File: config.mk
export PLATFORM = sky130hd
export DESIGN_NAME = substring_search_top_flat
export DESIGN_NICKNAME = d
export VERILOG_FILES = /design/src/hdl/ss_pkg.sv /design/src/hdl/ss_req_if.sv /design/src/hdl/ss_rsp_if.sv /design/src/hdl/substring_search_top.sv /design/src/hdl/ss_cell.sv /design/src/hdl/ss_ctrl.sv /design/src/flat_wrapper.sv
export SDC_FILE = /design/constraint.sdc
export NUM_CORES = 1
export LEC_CHECK = 0
export BUFFER_PORTS_ARGS = -buffer_cell sky130_fd_sc_hd__buf_2
export CORE_MARGIN = 2
export CORE_UTILIZATION = 50
export CTS_CLUSTER_SIZE = 12
export DETAILED_ROUTE_END_ITERATION = 10
export PLACE_DENSITY = 0.69
export REMOVE_ABC_BUFFERS = 1
export SETUP_SLACK_MARGIN = 0.1
export SLEW_MARGIN = 20
export SYNTH_ARGS = -nofsm -noshare
export SYNTH_HDL_FRONTEND = slang
export SYNTH_SLANG_ARGS = --single-unit
File: constraint.sdc
create_clock -name clock -period 7.8 [get_ports clock]
set_clock_uncertainty 0.15 [all_clocks]
set_input_delay 0.39 -clock clock [delete_from_list [all_inputs] [get_ports clock]]
set_output_delay 0.39 -clock clock [all_outputs]
set_load 0.02 [all_outputs]
File: src/hdl/ss_pkg.sv
// Shared types and constants for the streaming substring search block.
// Used by the channel interfaces, the match cells, the controller and the top level.
package ss_pkg;

   localparam int TEXT_WIDTH             = 8;
   localparam int OFFSET_WIDTH           = 16;
   localparam int LENGTH_WIDTH           = 5;
   localparam int CSR_DATA_WIDTH         = 64;
   localparam int CSR_INDEX_WIDTH        = 2;
   localparam int PATTERN_BYTES          = 16;
   localparam int DEFAULT_MAX_PATTERN    = 16;
   localparam int DEFAULT_POSITION_WIDTH = 16;

   localparam logic [CSR_INDEX_WIDTH-1:0] REG_PATTERN_LOW    = 2'd0;
   localparam logic [CSR_INDEX_WIDTH-1:0] REG_PATTERN_HIGH   = 2'd1;
   localparam logic [CSR_INDEX_WIDTH-1:0] REG_PATTERN_LENGTH = 2'd2;

   typedef logic [TEXT_WIDTH-1:0] text_byte_type;

   typedef struct packed {
      logic          step;
      logic          clear;
      text_byte_type text_byte;
   } cell_ctrl_type;

endpackage

File: src/hdl/ss_req_if.sv
// Input channel of the substring search block: one text byte per item.
// Depends on ss_pkg for the byte type.
interface ss_req_if import ss_pkg::*; ();
   logic          valid;
   logic          ready;
   text_byte_type text_byte;

   modport source (output valid, output text_byte, input ready);
   modport sink (input valid, input text_byte, output ready);
endinterface

File: src/hdl/ss_rsp_if.sv
// Result channel of the substring search block: one search result per item.
// Depends on ss_pkg for the offset width.
interface ss_rsp_if import ss_pkg::*; ();
   logic                    valid;
   logic                    ready;
   logic                    found;
   logic [OFFSET_WIDTH-1:0] match_offset;
   logic                    too_long;

   modport source (output valid, output found, output match_offset, output too_long,
                   input ready);
   modport sink (input valid, input found, input match_offset, input too_long,
                 output ready);
endinterface

File: src/hdl/substring_search_top.sv
// Streaming substring search: text bytes in, one result per zero-terminated text out.
// The block takes one text byte per cycle while req_ready is high. Every pattern
// position has a cell that compares the byte and passes its partial-match bit to the
// next cell, so all positions advance together. The result appears in the cycle after
// the zero byte that ends a text is taken, from an output register; new bytes are taken
// while that result waits, and input stalls only while a held result is not taken and
// another would be needed in its place. The user must write pattern registers through
// the csr port only while no text is in flight; the block itself does not enforce it.
module substring_search_top import ss_pkg::*; #(
   parameter int MAX_PATTERN    = DEFAULT_MAX_PATTERN,
   parameter int POSITION_WIDTH = DEFAULT_POSITION_WIDTH
) (
   input  logic                       clock,
   input  logic                       reset,
   ss_req_if.sink                     req_if,
   ss_rsp_if.source                   rsp_if,
   input  logic                       csr_write_enable,
   input  logic [CSR_INDEX_WIDTH-1:0] csr_index,
   input  logic [CSR_DATA_WIDTH-1:0]  csr_write_data
);

   localparam int USED_WIDTH = $clog2(MAX_PATTERN + 1);

   logic [CSR_DATA_WIDTH-1:0] pattern_low_ff;
   logic [CSR_DATA_WIDTH-1:0] pattern_high_ff;
   logic [LENGTH_WIDTH-1:0]   pattern_length_ff;

   logic [2*CSR_DATA_WIDTH-1:0] pattern_bits;
   logic [USED_WIDTH-1:0]       used_length;
   cell_ctrl_type               cell_ctrl;
   logic [MAX_PATTERN:0]        chain;
   logic [MAX_PATTERN-1:0]      cell_hit;

   always_ff @(posedge clock) begin
      if (reset) begin
         pattern_low_ff    <= '0;
         pattern_high_ff   <= '0;
         pattern_length_ff <= '0;
      end else if (csr_write_enable) begin
         case (csr_index)
            REG_PATTERN_LOW: begin
               pattern_low_ff <= csr_write_data;
            end
            REG_PATTERN_HIGH: begin
               pattern_high_ff <= csr_write_data;
            end
            REG_PATTERN_LENGTH: begin
               pattern_length_ff <= csr_write_data[LENGTH_WIDTH-1:0];
            end
            default: begin
            end
         endcase
      end
   end

   assign pattern_bits = {pattern_high_ff, pattern_low_ff};

   always_comb begin
      if (32'(pattern_length_ff) > MAX_PATTERN) begin
         used_length = USED_WIDTH'(MAX_PATTERN);
      end else begin
         used_length = USED_WIDTH'(pattern_length_ff);
      end
   end

   assign chain[0] = 1'b1;

   for (genvar k = 0; k < MAX_PATTERN; k++) begin : g_cell
      text_byte_type pattern_byte;
      if (k < PATTERN_BYTES) begin : g_byte
         assign pattern_byte = pattern_bits[k*TEXT_WIDTH +: TEXT_WIDTH];
      end else begin : g_zero
         assign pattern_byte = '0;
      end
      ss_cell #(
         .INDEX      (k),
         .USED_WIDTH (USED_WIDTH)
      ) u_cell (
         .clock        (clock),
         .reset        (reset),
         .ctrl         (cell_ctrl),
         .pattern_byte (pattern_byte),
         .used_length  (used_length),
         .prev_match   (chain[k]),
         .match        (chain[k+1]),
         .hit          (cell_hit[k])
      );
   end

   ss_ctrl #(
      .POSITION_WIDTH (POSITION_WIDTH),
      .USED_WIDTH     (USED_WIDTH)
   ) u_ctrl (
      .clock            (clock),
      .reset            (reset),
      .req_valid        (req_if.valid),
      .req_ready        (req_if.ready),
      .req_text_byte    (req_if.text_byte),
      .used_length      (used_length),
      .hit              (|cell_hit),
      .cell_ctrl        (cell_ctrl),
      .rsp_valid        (rsp_if.valid),
      .rsp_ready        (rsp_if.ready),
      .rsp_found        (rsp_if.found),
      .rsp_match_offset (rsp_if.match_offset),
      .rsp_too_long     (rsp_if.too_long)
   );

   a_end_gives_result: assert property (@(posedge clock) disable iff (reset)
      req_if.valid && req_if.ready && (req_if.text_byte == '0) |=> rsp_if.valid)
      else $error("ending a text did not raise a result");

   a_found_excludes_too_long: assert property (@(posedge clock) disable iff (reset)
      rsp_if.valid |-> !(rsp_if.found && rsp_if.too_long))
      else $error("result is both found and too long");

   a_miss_offset_zero: assert property (@(posedge clock) disable iff (reset)
      rsp_if.valid && !rsp_if.found |-> rsp_if.match_offset == '0)
      else $error("result without a match carries a nonzero offset");

   a_one_hit_cell: assert property (@(posedge clock) disable iff (reset)
      $onehot0(cell_hit))
      else $error("more than one cell reports a completed match");

endmodule

File: src/hdl/ss_cell.sv
// One pattern cell: holds the partial-match bit for one pattern position.
// Depends on ss_pkg; instantiated in a chain by substring_search_top.
module ss_cell import ss_pkg::*; #(
   parameter int INDEX        = 0,
   parameter int USED_WIDTH   = 5
) (
   input  logic                  clock,
   input  logic                  reset,
   input  cell_ctrl_type         ctrl,
   input  text_byte_type         pattern_byte,
   input  logic [USED_WIDTH-1:0] used_length,
   input  logic                  prev_match,
   output logic                  match,
   output logic                  hit
);

   logic match_ff;
   logic match_in;
   logic in_use;
   logic is_last;

   always_comb begin
      in_use  = 32'(used_length) > INDEX;
      is_last = 32'(used_length) == INDEX + 1;
      match_in = match_ff;
      if (ctrl.clear) begin
         match_in = 1'b0;
      end else if (ctrl.step) begin
         match_in = in_use && prev_match && (ctrl.text_byte == pattern_byte);
      end
   end

   always_ff @(posedge clock) begin
      if (reset) begin
         match_ff <= 1'b0;
      end else begin
         match_ff <= match_in;
      end
   end

   assign match = match_ff;
   assign hit   = ctrl.step && is_last && match_in;

endmodule

File: src/hdl/ss_ctrl.sv
// Controller: text position, first-match tracking, saturation and the result register.
// Depends on ss_pkg; drives the cell chain through a cell_ctrl_type struct.
module ss_ctrl import ss_pkg::*; #(
   parameter int POSITION_WIDTH = DEFAULT_POSITION_WIDTH,
   parameter int USED_WIDTH     = 5
) (
   input  logic                    clock,
   input  logic                    reset,
   input  logic                    req_valid,
   output logic                    req_ready,
   input  text_byte_type           req_text_byte,
   input  logic [USED_WIDTH-1:0]   used_length,
   input  logic                    hit,
   output cell_ctrl_type           cell_ctrl,
   output logic                    rsp_valid,
   input  logic                    rsp_ready,
   output logic                    rsp_found,
   output logic [OFFSET_WIDTH-1:0] rsp_match_offset,
   output logic                    rsp_too_long
);

   logic [POSITION_WIDTH-1:0] position_ff, position_in;
   logic [POSITION_WIDTH-1:0] first_start_ff, first_start_in;
   logic                      match_seen_ff, match_seen_in;
   logic                      saturated_ff, saturated_in;
   logic                      rsp_valid_ff, rsp_valid_in;
   logic                      rsp_found_ff, rsp_found_in;
   logic [OFFSET_WIDTH-1:0]   rsp_offset_ff, rsp_offset_in;
   logic                      rsp_too_long_ff, rsp_too_long_in;

   logic                                   accept;
   logic                                   end_of_text;
   logic                                   empty_pattern;
   logic                                   found_now;
   logic [POSITION_WIDTH+OFFSET_WIDTH-1:0] start_wide;

   assign req_ready     = !end_of_text || !rsp_valid_ff || rsp_ready;
   assign accept        = req_valid && req_ready;
   assign end_of_text   = req_text_byte == '0;
   assign empty_pattern = used_length == '0;
   assign found_now     = match_seen_ff || empty_pattern;
   assign start_wide    = {{OFFSET_WIDTH{1'b0}}, first_start_ff};

   always_comb begin
      cell_ctrl.text_byte = req_text_byte;
      cell_ctrl.clear     = accept && end_of_text;
      cell_ctrl.step      = accept && !end_of_text && !match_seen_ff && !saturated_ff
                            && !empty_pattern && (position_ff != '1);

      position_in     = position_ff;
      first_start_in  = first_start_ff;
      match_seen_in   = match_seen_ff;
      saturated_in    = saturated_ff;
      rsp_valid_in    = rsp_valid_ff && !rsp_ready;
      rsp_found_in    = rsp_found_ff;
      rsp_offset_in   = rsp_offset_ff;
      rsp_too_long_in = rsp_too_long_ff;

      if (accept && end_of_text) begin
         rsp_valid_in    = 1'b1;
         rsp_found_in    = found_now;
         rsp_offset_in   = found_now ? start_wide[OFFSET_WIDTH-1:0] : '0;
         rsp_too_long_in = !found_now && saturated_ff;
         position_in     = '0;
         first_start_in  = '0;
         match_seen_in   = 1'b0;
         saturated_in    = 1'b0;
      end else if (accept && !match_seen_ff && !saturated_ff) begin
         if (empty_pattern) begin
            match_seen_in  = 1'b1;
            first_start_in = '0;
         end else if (position_ff == '1) begin
            saturated_in = 1'b1;
         end else begin
            position_in = position_ff + POSITION_WIDTH'(1);
            if (hit) begin
               match_seen_in  = 1'b1;
               first_start_in = position_ff - (POSITION_WIDTH'(used_length)
                                               - POSITION_WIDTH'(1));
            end
         end
      end
   end

   always_ff @(posedge clock) begin
      if (reset) begin
         position_ff    <= '0;
         first_start_ff <= '0;
         match_seen_ff  <= 1'b0;
         saturated_ff   <= 1'b0;
         rsp_valid_ff   <= 1'b0;
      end else begin
         position_ff    <= position_in;
         first_start_ff <= first_start_in;
         match_seen_ff  <= match_seen_in;
         saturated_ff   <= saturated_in;
         rsp_valid_ff   <= rsp_valid_in;
      end
   end

   always_ff @(posedge clock) begin
      rsp_found_ff    <= rsp_found_in;
      rsp_offset_ff   <= rsp_offset_in;
      rsp_too_long_ff <= rsp_too_long_in;
   end

   assign rsp_valid        = rsp_valid_ff;
   assign rsp_found        = rsp_found_ff;
   assign rsp_match_offset = rsp_offset_ff;
   assign rsp_too_long     = rsp_too_long_ff;

endmodule

File: src/flat_wrapper.sv
// flat-port wrapper written by rule: the top's interface ports become plain ports
module substring_search_top_flat import ss_pkg::*;
#(
   parameter int MAX_PATTERN    = DEFAULT_MAX_PATTERN,
   parameter int POSITION_WIDTH = DEFAULT_POSITION_WIDTH
)
  (clock, reset, csr_write_enable, csr_index, csr_write_data, req_if_valid, req_if_text_byte, req_if_ready, rsp_if_valid, rsp_if_found, rsp_if_match_offset, rsp_if_too_long, rsp_if_ready);
  ss_req_if req_if_i ();
  ss_rsp_if rsp_if_i ();
  input  logic clock;
  input  logic reset;
  input  logic csr_write_enable;
  input  logic [CSR_INDEX_WIDTH-1:0] csr_index;
  input  logic [CSR_DATA_WIDTH-1:0] csr_write_data;
  input wire logic [$bits(req_if_i.valid)-1:0] req_if_valid;
  input wire logic [$bits(req_if_i.text_byte)-1:0] req_if_text_byte;
  output wire logic [$bits(req_if_i.ready)-1:0] req_if_ready;
  output wire logic [$bits(rsp_if_i.valid)-1:0] rsp_if_valid;
  output wire logic [$bits(rsp_if_i.found)-1:0] rsp_if_found;
  output wire logic [$bits(rsp_if_i.match_offset)-1:0] rsp_if_match_offset;
  output wire logic [$bits(rsp_if_i.too_long)-1:0] rsp_if_too_long;
  input wire logic [$bits(rsp_if_i.ready)-1:0] rsp_if_ready;
  assign req_if_i.valid = req_if_valid;
  assign req_if_i.text_byte = req_if_text_byte;
  assign req_if_ready = req_if_i.ready;
  assign rsp_if_valid = rsp_if_i.valid;
  assign rsp_if_found = rsp_if_i.found;
  assign rsp_if_match_offset = rsp_if_i.match_offset;
  assign rsp_if_too_long = rsp_if_i.too_long;
  assign rsp_if_i.ready = rsp_if_ready;
  substring_search_top #(.MAX_PATTERN(MAX_PATTERN), .POSITION_WIDTH(POSITION_WIDTH)) u_core (.clock(clock), .reset(reset), .req_if(req_if_i), .rsp_if(rsp_if_i), .csr_write_enable(csr_write_enable), .csr_index(csr_index), .csr_write_data(csr_write_data));
endmodule
==> qor.csv, run 1 <==
metric,value,unit
run status,"complete, no violations",
count of buffers from port buffering,98,
Hold Path Depth,3,
DP Area,10600,µm²
CTS Buf Count,23,
Critical Path AT,4890,ps
Critical Path Stages,12,
FF/Latch Area,4220,µm²
die height,146,µm
peak supply drop,0.182,mV
Sw Ratio,25.0,%
Rows,51,
Total GRT Usage,24.4,%
global-route wire length before repair,42900,µm
R2R cell count,12,
actual slew at the worst max-slew pin,982,ps
largest net degree at the start of global routing,86,
antenna fix cells,0,
Setup WS post-layout,3210,ps
distinct cell type count after synthesis,61,
"Design Area, Final",12000,µm²
Worst path top cell family by delay,compound AO/OA/AOI/OAI gates,
critical path's largest stage delay,840,ps
max cap viols,0,
share of post-route cells with drive strength above 1,11.0,%
"Slew Viols, Final",0,
Min Hold Slack,162,ps
starting DRC count in detailed routing,431,
DR vias/cell,5.39,
filler cell count,1745,
"Net count, final",1448,
ys flop type,dfxtp_1,
Routed Antenna Nets,0,
CTS Root Cell,clkbuf_16,
Die Width,146,µm
Clock power frac,44.0,%
mapped cell area,10000,µm²
Tcrit/Tclk final,58.9,%
RSZ-0062 raised after global routing,false,
Worst Setup Path Type,register to register,
Leak Pwr,4.16,nW
highest clock rate,218,MHz
share of power burned in registers,44.5,%
dpl ws,3420,ps
Post-synth ARST share,0,%
syn avg cell area,8.13,µm²
final setup vio count,0,
Pre-antenna DRT Iters,5,
fin crit period,4590,ps
multi-input logic area,5440,µm²
final core occ,61.2,%
Combinational Power Share,11.5,%
CP startpoint,u_core.pattern_length_ff[4],
total gr overflow,0,
Setup TNS,0,ps
P_sw,615,µW
Worst-Skew Late Latency,530,ps
die area,21200,µm²
crit path capture type,register,
CTS Buffer Depth,3,
P per Cell Area,205,nW/µm²
RePlAce Congestion,0.923,
H-tree Lvls,1,
YS warnings,0,
number of clock sinks,202,
DR vias,8769,
"EDFF count, synth",18,
wire per inst,16.1,µm
initial antenna violation count,0,
number of remaining DRC errors,0,
hold_sp,rsp_if_ready,
Hold/Removal Path Class,primary input to register,
crit path max fanout,25,
Yosys reg bits,202,
Layout area overhead,19.5,%
HPWL after DPL,17000,µm
Total Wirelength,26200,µm
Startpoint Class,register,
WP buf/inv,1,
"CTS clk-pin slew, worst paths",60,ps
cells after synthesis,1233,
Worst Path Required,8100,ps
crit-path cells,nand2b_1 > inv_1 > ha_1 > and3b_1 > a21oi_1 > nor4_1 > a311oi_1 > o32ai_1 > nor4_4 > a41oi_2 > and3_1 > a31o_1,
I/O pin count,99,
Initial Util,51.2,%
CTS tree,yes,
Internal Power,1.84,mW
r2r startpoint,u_core.pattern_length_ff[4],
FF-to-FF setup slack,3210,ps
"Hold Vio Cnt, Final",0,
CP max-delay cell,dfxtp_1,
"Seq/Total Area, Yosys",42.1,%
vias in the first global route,8466,
relative slew slack,34.5,%
setup bufs post-CTS,0,
Core Area,19600,µm²
==> stage by stage <==
stage / std cells / total power [mW]
floorplan: 1155 / 1.27
global placement: 1523 / 1.37
detailed placement: 1523 / 1.37
CTS: 1627 / 2.47
global route: 1627 / 2.55
finish: 1627 / 2.46
==> layout by cell type, fill, tap and decap left out, types with 6 or more instances in the layout <==
cell type and n:
inv_1 14, nor3_1 19, ha_1 21, nand4_1 29
nor4_1 14, nand3_1 32, or3_1 6, nor2b_1 18
mux2i_1 21, a31oi_1 6, and2_1 6, dlygate4sd3_1 64
clkbuf_16 23, o21ai_1 11, a21oi_1 148, xnor2_1 145
clkbuf_1 6, and3_1 8, o21ai_0 9, buf_2 97
xor2_1 7, nand2b_1 7, nand2_1 303, edfxtp_1 18
dfxtp_1 184, buf_4 6, nor2_1 62
==> final timing paths <==
| check | to |
|---|---|
| hold / removal | u_core.u_ctrl.rsp_valid |
| setup / recovery | u_core.u_ctrl.first_start_ff[12] |
| setup reg to reg | u_core.u_ctrl.first_start_ff[12] |
| hold reg to reg | u_core.u_ctrl.first_start_ff[13] |
==> Yosys cell counts, drive strengths merged, types with 4 or more instances <==
cell	count	area, µm²
nand2	303	1140
dfxtp	184	3680
a21oi	148	741
xnor2	145	1270
nor2	64	240
clkbuf	62	233
nand3	32	160
nand4	29	181
ha	21	263
mux2i	21	210
o21ai	20	100
nor3	19	95.1
edfxtp	18	541
nor2b	18	113
buf	16	87.6
inv	16	60.1
nor4	15	109
and3	8	50.1
nand2b	7	43.8
xor2	7	61.3
a31oi	6	37.5
and2	6	37.5
or2	6	37.5
or3	6	37.5
o211ai	5	37.5
o22ai	4	25.0
o32ai	4	35.0
==> metal layers <==
layer | wire, µm | global-route usage, %
met2 | 12700 | 42.8
met4 | 729 | 7.70
met5 | 0 | 0
met1 | 11600 | 31.1
met3 | 1160 | 3.64
==> state kept, by name (all words and copies together), names as in the netlist <==
name / flops
u_core.u_ctrl.match_seen_ff: 1
u_core.u_ctrl.rsp_found: 1
u_core.pattern_high_ff: 64
u_core.u_ctrl.rsp_valid: 1
u_core.u_ctrl.rsp_match_offset: 16
u_core.u_ctrl.rsp_too_long: 1
u_core.g_cell.u_cell.match: 16
u_core.pattern_length_ff: 5
u_core.u_ctrl.first_start_ff: 16
u_core.u_ctrl.saturated_ff: 1
u_core.pattern_low_ff: 64
u_core.u_ctrl.position_ff: 16
==> tightest hold or removal path, cell delays in order <==
cell,delay [ps]
buf_2,70
nand2b_1,180
a21oi_1,110
==> power by group through the flow <==
stage	combinational (mW)	clock, mW	sequential (mW)
3_3_place_gp	0.255	0	1.11
2_1_floorplan	0.158	0	1.11
3_5_place_dp	0.257	0	1.11
6_report	0.282	1.08	1.09
4_1_cts	0.283	1.10	1.09
5_1_grt	0.311	1.14	1.10
==> logic make-up after synthesis <==
group	share of synthesized area [%]
and+or+nand+nor	23.5
DFF	42.1
buffers and inverters	3.79
muxes	2.32
AOI/OAI and AO/OA	12.2
adders and majority gates	2.82
xor gates and xnor gates	13.3
==> what timing repair did <==
item                                   4_1_cts  5_1_grt
resized for setup                            0        0
endpoints found under the hold margin      126        0
hold buffers                                64        0
==> layout make-up <==
class	instances	share of cell area, %
multi-input combinational	937	45.4
sequential	202	35.2
timing repair buffer	167	9.77
clock buffer	33	5.45
tap	265	2.77
clock inverter	7	0.887
inverter	16	0.501
No activity file was read; power rests on OpenSTA's default activity.
==> run 2: changes to the inputs <==
Clock period 7.8 ns to 4.45 ns, I/O delays scaled along.
==> qor.csv, run 2 (synthesis results as in run 1) <==
metric,value,unit,change
die height,146,µm,unchanged
HPWL after DPL,17700,µm,"was 17,000 µm"
"CTS clk-pin slew, worst paths",60,ps,about the same
share of post-route cells with drive strength above 1,11.3,%,was 11.0%
count of buffers from port buffering,98,,unchanged
Total GRT Usage,24.9,%,was 24.4%
hold_buf cts,64,,unchanged
CP startpoint,u_core.pattern_length_ff[4],,unchanged
total gr overflow,0,,unchanged
Setup TNS,0,ps,unchanged
RePlAce Congestion,0.885,,was 0.923
multi-input logic area,5440,µm²,about the same
Worst Path Required,4750,ps,was 8100 ps
Total Wirelength,26800,µm,"was 26,200 µm"
Worst-Skew Late Latency,510,ps,was 530 ps
DR vias/cell,5.38,,was 5.39
Hold/Removal Path Class,primary input to register,,unchanged
Min Hold Slack,-10.2,ps,was 162 ps
Startpoint Class,register,,unchanged
"Net count, final",1456,,"was 1,448"
r2r startpoint,u_core.pattern_length_ff[4],,unchanged
relative slew slack,33.9,%,was 34.5%
FF/Latch Area,4220,µm²,unchanged
number of clock sinks,202,,unchanged
FF-to-FF setup slack,670,ps,was 3210 ps
crit path max fanout,25,,unchanged
Routed Antenna Nets,0,,unchanged
Final Non-Filler Cells,1632,,"was 1,627"
Tcrit/Tclk final,84.9,%,was 58.9%
Largest regs,"u_core.pattern_high_ff x64, u_core.pattern_low_ff x64",,unchanged
CTS-repair resized insts,0,,unchanged
Sw Ratio,24.9,%,was 25.0%
Rows,51,,unchanged
"Hold Vio Cnt, Final",1,,was 0
CTS Root Cell,clkbuf_16,,unchanged
CP endpoint,u_core.u_ctrl.first_start_ff[12],,unchanged
initial antenna violation count,0,,unchanged
Initial Util,51.2,%,unchanged
highest clock rate,265,MHz,was 218 MHz
global-route wire length before repair,43300,µm,"was 42,900 µm"
crit path capture type,register,,unchanged
CTS Buffer Depth,3,,unchanged
Leak Pwr,4.18,nW,was 4.16 nW
run status,"complete, but fails checks",,"was complete, no violations"
failing checks,hold timing,,
r2r endpoint,u_core.u_ctrl.first_start_ff[12],,unchanged
share of power burned in registers,45.1,%,was 44.5%
Worst Setup Path Type,register to register,,unchanged
"commonest non-fill, non-tap cells in the layout","nand2_1 (303), dfxtp_1 (184), a21oi_1 (148), xnor2_1 (145), buf_2 (97)",,unchanged
largest net degree at the start of global routing,89,,was 86
setup bufs post-CTS,0,,unchanged
actual slew at the worst max-slew pin,992,ps,was 982 ps
"commonest non-fill, non-tap cell in the layout",nand2_1,,unchanged
P_sw,1.05,mW,was 615 µW
RSZ-0062 raised after global routing,false,,unchanged
Clock power frac,42.8,%,was 44.0%
fin crit period,3780,ps,was 4590 ps
Layout area overhead,19.6,%,was 19.5%
CTS tree,yes,,unchanged
wire per inst,16.4,µm,was 16.1 µm
R2R cell count,13,,was 12
P per Cell Area,353,nW/µm²,was 205 nW/µm²
max cap viols,0,,unchanged
Core Area,19600,µm²,unchanged
Internal Power,3.18,mW,was 1.84 mW
CTS Buf Count,23,,unchanged
Die Width,146,µm,unchanged
total placed cells including tap cells,1531,,"was 1,523"
Combinational Power Share,12.0,%,was 11.5%
filler cell count,1759,,"was 1,745"
starting DRC count in detailed routing,447,,was 431
"Slew Viols, Final",0,,unchanged
DR vias,8776,,"was 8,769"
Critical Path AT,4080,ps,was 4890 ps
antenna fix cells,0,,unchanged
H-tree Lvls,1,,unchanged
vias in the first global route,8340,,"was 8,466"
I/O pin count,99,,unchanged
die area,21200,µm²,unchanged
Pre-antenna DRT Iters,5,,unchanged
number of remaining DRC errors,0,,unchanged
peak supply drop,0.320,mV,was 0.182 mV
final setup vio count,0,,unchanged
## run 2: metrics by stage
step	instance area [µm²]	power [mW]	worst slack, ps	hold WS [ps]	util [%]
after floorplan	9700	2.22	285	142	-
after CTS	12000	4.26	768	25.4	61.2
after global placement	10600	2.41	926	284	54.3
after global routing	12000	4.39	444	2.53	61.2
final	12000	4.23	670	-10.2	61.2
after detailed placement	10600	2.41	806	287	54.3
## run 2: worst max-delay path: stages (launching register included)
cell      delay [ps]
dfxtp_1          590
nand2b_1         260
inv_1             90
ha_1             240
and3b_1          260
a21oi_1           80
nor4_1           550
a311oi_1         170
o32ai_1          490
nor4_4            90
a41oi_2          180
buf_4            280
and3_1           190
a31o_1            90
## run 2: worst min path at each step
stage	start	to	cells after the start
after global routing	rsp_if_ready	u_core.u_ctrl.rsp_valid	3
final	rsp_if_ready	u_core.u_ctrl.rsp_valid	3
after global placement	u_core.u_ctrl.first_start_ff[10]	u_core.u_ctrl.first_start_ff[10]	2
after floorplan	reset	u_core.pattern_high_ff[0]	1
after detailed placement	u_core.u_ctrl.first_start_ff[13]	u_core.u_ctrl.first_start_ff[13]	2
after CTS	rsp_if_ready	u_core.u_ctrl.rsp_valid	3
## run 2: cell type report
cell class / count / area share [%]
repair buffers: 175 / 10.3
well taps: 265 / 2.77
flip-flops and latches: 202 / 35.2
inverters: 16 / 0.501
clock inverters: 7 / 0.720
clock buffers: 30 / 5.19
multi-input cells: 937 / 45.3
## run 2: power groups by stage
stage / combinational (mW) / sequential [mW] / clock [mW]
finish: 0.510 / 1.91 / 1.81
global route: 0.559 / 1.92 / 1.92
CTS: 0.508 / 1.91 / 1.84
detailed placement: 0.463 / 1.95 / 0
global placement: 0.460 / 1.95 / 0
floorplan: 0.277 / 1.94 / 0
## run 2: metal layers
| metal | up-vias | wire, µm | track usage, % |
|---|---|---|---|
| met1 | 4109 | 12100 | 32.3 |
| met2 | 224 | 12800 | 43.5 |
| met4 | 0 | 644 | 7.06 |
| li1 | 4401 | - | - |
| met3 | 42 | 1190 | 3.26 |
| met5 | - | 0 | 0 |
